<file path="config.mk">
export PLATFORM = sky130hd
export DESIGN_NAME = vtpc_front
export DESIGN_NICKNAME = d
export VERILOG_FILES = /design/src/hdl/vtpc_pkg.sv /design/src/hdl/vtpc_front.sv
export VERILOG_INCLUDE_DIRS = /design/src /design/src/hdl
export SDC_FILE = /design/constraint.sdc
export NUM_CORES = 1
export LEC_CHECK = 0
export BUFFER_PORTS_ARGS = -buffer_cell sky130_fd_sc_hd__buf_2
export CELL_PAD_IN_SITES_DETAIL_PLACEMENT = 2
export CELL_PAD_IN_SITES_GLOBAL_PLACEMENT = 2
export CORE_ASPECT_RATIO = 2
export CORE_MARGIN = 4
export CORE_UTILIZATION = 42
export DETAILED_ROUTE_END_ITERATION = 8
export PLACE_DENSITY_LB_ADDON = 0.08
export SLEW_MARGIN = 25
export SYNTH_ARGS = -nofsm -noshare
export SYNTH_HDL_FRONTEND = slang
export SYNTH_SLANG_ARGS = --single-unit
</file>
<file path="constraint.sdc">
create_clock -name i_clk -period 37.1 [get_ports i_clk]
set_input_delay 1.855 -clock i_clk [delete_from_list [all_inputs] [get_ports i_clk]]
set_output_delay 1.855 -clock i_clk [all_outputs]
set_load 0.005 [all_outputs]
</file>
<file path="src/hdl/vertex_transform_project_cull_assert.svh">
// Assertion helpers shared by the RTL.
`ifndef VERTEX_TRANSFORM_PROJECT_CULL_ASSERT_SVH
`define VERTEX_TRANSFORM_PROJECT_CULL_ASSERT_SVH

`define VTPC_ASSERT(lbl, cond, msg) \
    lbl: assert property (@(posedge i_clk) disable iff (!i_rst_n) (cond)) else $error(msg);

`define VTPC_ASSERT_NEXT(lbl, a, b, msg) \
    lbl: assert property (@(posedge i_clk) disable iff (!i_rst_n) (a) |=> (b)) else $error(msg);

`endif

</file>
<file path="src/hdl/vtpc_pkg.sv">
`default_nettype none
package vtpc_pkg;

    localparam logic [2:0] CFG_OFFSET_X     = 3'd0;
    localparam logic [2:0] CFG_OFFSET_Y     = 3'd1;
    localparam logic [2:0] CFG_OFFSET_Z     = 3'd2;
    localparam logic [2:0] CFG_MODEL_YAW    = 3'd3;
    localparam logic [2:0] CFG_CAMERA_YAW   = 3'd4;
    localparam logic [2:0] CFG_CAMERA_PITCH = 3'd5;
    localparam logic [2:0] CFG_CULL_ENABLE  = 3'd6;

    localparam logic [31:0] FOCAL_FIX = 32'h00DC_0000;
    localparam logic signed [31:0] NEAR_Z = 32'sd32768;
    localparam int DIV_BITS = 48;

    localparam logic [15:0] QSINE [64] = '{
        16'd0, 16'd804, 16'd1608, 16'd2410, 16'd3212, 16'd4011, 16'd4808, 16'd5602,
        16'd6393, 16'd7179, 16'd7962, 16'd8739, 16'd9512, 16'd10278, 16'd11039, 16'd11793,
        16'd12539, 16'd13279, 16'd14010, 16'd14732, 16'd15446, 16'd16151, 16'd16846,
        16'd17530, 16'd18204, 16'd18868, 16'd19519, 16'd20159, 16'd20787, 16'd21403,
        16'd22005, 16'd22594, 16'd23170, 16'd23731, 16'd24279, 16'd24811, 16'd25329,
        16'd25832, 16'd26319, 16'd26790, 16'd27245, 16'd27683, 16'd28105, 16'd28510,
        16'd28898, 16'd29268, 16'd29621, 16'd29956, 16'd30273, 16'd30571, 16'd30852,
        16'd31113, 16'd31356, 16'd31580, 16'd31785, 16'd31971, 16'd32137, 16'd32285,
        16'd32412, 16'd32521, 16'd32609, 16'd32678, 16'd32728, 16'd32757
    };

    typedef struct packed {
        logic signed [31:0] a_x;
        logic signed [31:0] a_y;
        logic signed [31:0] a_z;
        logic signed [31:0] b_x;
        logic signed [31:0] b_y;
        logic signed [31:0] b_z;
        logic signed [31:0] c_x;
        logic signed [31:0] c_y;
        logic signed [31:0] c_z;
        logic [15:0]        tri_color;
    } t_in;

    typedef struct packed {
        logic signed [15:0] screen_x0;
        logic signed [15:0] screen_y0;
        logic signed [15:0] screen_x1;
        logic signed [15:0] screen_y1;
        logic signed [15:0] screen_x2;
        logic signed [15:0] screen_y2;
        logic               visible;
        logic [15:0]        out_color;
    } t_out;

    typedef struct packed {
        logic [31:0] offset_x;
        logic [31:0] offset_y;
        logic [31:0] offset_z;
        logic [7:0]  model_yaw;
        logic [7:0]  camera_yaw;
        logic [7:0]  camera_pitch;
        logic        cull_enable;
    } t_cfg;

    function automatic logic [31:0] sine16(input logic [7:0] ang);
        logic [5:0]  p;
        logic [31:0] v;
        p = ang[6] ? (6'd63 - ang[5:0]) : ang[5:0];
        v = {15'd0, QSINE[p], 1'b0};
        return ang[7] ? (32'd0 - v) : v;
    endfunction

    function automatic logic [31:0] cosine16(input logic [7:0] ang);
        return sine16(ang + 8'd64);
    endfunction

endpackage
`default_nettype wire

</file>
<file path="src/hdl/vtpc_front.sv">
`default_nettype none
`include "vertex_transform_project_cull_assert.svh"
module vtpc_front (
    input  wire logic          i_clk,
    input  wire logic          i_rst_n,
    input  wire logic          i_in_valid,
    output logic               o_in_ready,
    input  wire vtpc_pkg::t_in i_in_data,
    output logic               o_q_valid,
    input  wire logic          i_q_ready,
    output vtpc_pkg::t_in      o_q_data
);
    vtpc_pkg::t_in r_mem [2];
    logic       r_wp, r_rp;
    logic [1:0] r_count;
    logic       w_push, w_pop;

    assign o_in_ready = (r_count != 2'd2);
    assign o_q_valid  = (r_count != 2'd0);
    assign o_q_data   = r_mem[r_rp];
    assign w_push     = i_in_valid && o_in_ready;
    assign w_pop      = o_q_valid && i_q_ready;

    always_ff @(posedge i_clk) begin
        if (w_push) begin
            r_mem[r_wp] <= i_in_data;
        end
        if (!i_rst_n) begin
            r_wp    <= 1'b0;
            r_rp    <= 1'b0;
            r_count <= 2'd0;
        end else begin
            if (w_push) begin
                r_wp <= ~r_wp;
            end
            if (w_pop) begin
                r_rp <= ~r_rp;
            end
            r_count <= r_count + {1'b0, w_push} - {1'b0, w_pop};
        end
    end

    `VTPC_ASSERT(a_count_range, r_count != 2'd3, "queue count out of range")
    `VTPC_ASSERT_NEXT(a_full_push, (r_count == 2'd2) && !w_pop, !o_in_ready,
        "queue full but ready")
    `VTPC_ASSERT_NEXT(a_push_count, w_push && !w_pop && (r_count == 2'd0), r_count == 2'd1,
        "queue lost a transaction")
endmodule
`default_nettype wire

</file>
==> results_dict.tcl <==
set metrics [dict create \
    post_cts_buffers 0 \
    period_share 0.181 \
    nNetsFinal 1928 \
    ant_nets 0 \
    vias_per_cell 4.92 \
    dieArea_um2 59400 \
    rsz0062_at_grt "false" \
    timing.final.hold_violations 0 \
    routed_wl_um 69200 \
    antenna_found_initial 50 \
    numCtsBuffers 55 \
    drt_iter0_drc 704 \
    ff2ff_setup_slack_ps 33800 \
    status "complete, no violations" \
    hp-class "flop to flop" \
    core_area_um2 54700 \
    start_kind "flop" \
    cts_hold_buf 0 \
    clkTransAtPathRegs_ps 70 \
    setup_violations 0 \
    critPathArrivalTime_ps 4850 \
    synthToLayoutAreaGrowth_pct 24.3 \
    drv_cap 0 \
    fmaxAchievable_mhz 149 \
    grt_usage 0.222 \
    worstPathRequired_ps 35240 \
    yosys_warnings 0 \
    post_cts_resized 0 \
    die_x_um 174 \
    num_vias 11900 \
    clkSinkCount 613 \
    period_needed_ps 6710 \
    port_buffers 613 \
    drc 0 \
    slew_viol_final 0 \
    dp_slack_ps 31020 \
    num_rows 121 \
    p_per_area_nw_per_um2 68.0 \
    clk_latency_ps 590 \
    cts_buffer_depth 3 \
    end_kind "primary output" \
    io_pins 614 \
    tightest_slew_ps 1080 \
    gp_congestion 0.815 \
    cp_max_fo 56 \
    routedWlPerCell_um 28.5 \
    htree_levels 2 \
    nFillCells 4896 \
    crit_type "flop to primary output" \
    p_leak_nw 11.2 \
    die_h_um 341 \
    finalWorstSetupSlack_ps 30390 \
    cts_root_buf "clkbuf_16" \
    grt_pass1_vias 13600 \
    drt_first_pass_iters 7 \
    dp_hpwl_um 50900 \
    seq_area_frac_synth 0.790 \
    tns_ps 0 \
    syn_inst 970 \
    slew_headroom 0.280 \
    initial_utilization 0.425 \
    fin_total_pwr_mw 1.96 \
    drive_gt1_frac 0.609 \
    yosysUniqueCellTypes 18 \
    synth_fp_nets 1280 \
    grt_overflow_total 0 \
    netlist_area_um2 23200 \
    synth-seq-cells 613 \
    fin_worst_skew_ps 22.4 \
    vdd_ir_drop_max_v 0.0000465 \
    syn_area_per_cell_um2 24.0 \
    grt_max_degree 142 \
    grt_first_pass_wirelength_um 95600 \
    cts_tree "built" \
]
per-stage QoR:
| step | std cells | util | area (um^2) | hold WS (ps) |
|---|---|---|---|---|
| after global routing | 2416 | 0.528 | 28900 | 570 |
| after detailed placement | 2299 | 0.494 | 27000 | 519 |
| final | 2429 | 0.529 | 28900 | 526 |
| after global placement | 2299 | 0.494 | 27000 | 509 |
| after CTS | 2396 | 0.527 | 28800 | 531 |
| after floorplan | 970 | - | 23200 | 455 |
kinds of logic after synthesis:
logic type | share of synthesized area
buf+inv | 0.0156
simple gates | 0.00264
xor+xnor | 0.00113
mux | 0.190
fa+ha+maj | 0.00108
compound gates | 0.000323
flops | 0.790
cell type report:
type | count | area [um^2] | area share
inverters | 1 | 3.75 | 0.000130
multi-input cells | 322 | 4540 | 0.157
repair buffers | 625 | 3180 | 0.110
flip-flops and latches | 613 | 18400 | 0.636
diodes | 33 | 82.6 | 0.00286
clock inverters | 22 | 270 | 0.00936
well taps | 738 | 923 | 0.0320
clock buffers | 75 | 1520 | 0.0528
placed cells by master (no fill, tap or decap):
cell | netlist | final
dfxtp_1 | 5 | 4
nor2b_1 | 2 | 2
clkbuf_1 | 0 | 15
dfxtp_4 | 0 | 1
buf_2 | 4 | 613
o21a_1 | 1 | 1
ha_1 | 2 | 2
edfxtp_1 | 608 | 608
bufinv_16 | 0 | 6
mux2i_1 | 1 | 1
and2_1 | 2 | 2
clkinv_1 | 0 | 5
inv_1 | 1 | 1
mux2_4 | 260 | 260
xnor2_1 | 3 | 3
nand2_1 | 2 | 2
nand2b_1 | 2 | 2
clkinvlp_4 | 0 | 2
or2_2 | 1 | 1
buf_4 | 0 | 8
buf_6 | 30 | 3
clkinv_8 | 0 | 1
clkinv_2 | 0 | 8
buf_12 | 0 | 1
nor2_4 | 0 | 1
diode_2 | 0 | 33
and3_4 | 0 | 1
mux2_2 | 44 | 44
clkbuf_16 | 0 | 57
clkbuf_8 | 0 | 3
per-layer routing:
layer	track usage	share of wire	up-vias
met5	0	0.0031	-
met4	0.116	0.049	30
met3	0.0924	0.096	161
met2	0.412	0.55	574
met1	0.202	0.30	5973
li1	-	-	5201
report_power, final:
part | switching, mW | internal (mW) | total [mW]
combinational | 0.234 | 0.244 | 0.478
sequential | 0.0393 | 0.872 | 0.911
clock | 0.246 | 0.328 | 0.575
total | 0.520 | 1.44 | 1.96
synth_stat cells, drive strengths merged:
cell type	instances	area [um^2]
dfxtp	5	100
mux2	304	4400
nor2	1	3.75
and3	1	6.26
nand2	2	7.51
buf	34	358
mux2i	1	10.0
inv	1	3.75
or2	1	6.26
o21a	1	7.51
ha	2	25.0
and2	2	12.5
nand2b	2	12.5
edfxtp	608	18300
nor2b	2	12.5
xnor2	3	26.3
sequential cells by signal, summed over array words and instances (netlist names), named ones only:
signal / cells
r_mem: 608
r_count: 2
r_rp: 1
r_wp: 1
worst paths after layout:
| check | endpoint | cells past startpoint | start |
|---|---|---|---|
| setup / recovery | o_q_data[116] | 5 | flop |
| hold / removal | r_wp | 2 | r_wp |
| setup reg to reg | r_mem[1][43] | 4 | r_count[0] |
| hold reg to reg | r_wp | 2 | r_wp |
worst max-delay path, cell delays in order, from the launching register on:
cell,delay [ps]
dfxtp_4,900
buf_4,810
buf_4,940
buf_4,890
mux2_4,360
buf_2,140
Power figures use the tool's default switching activity.
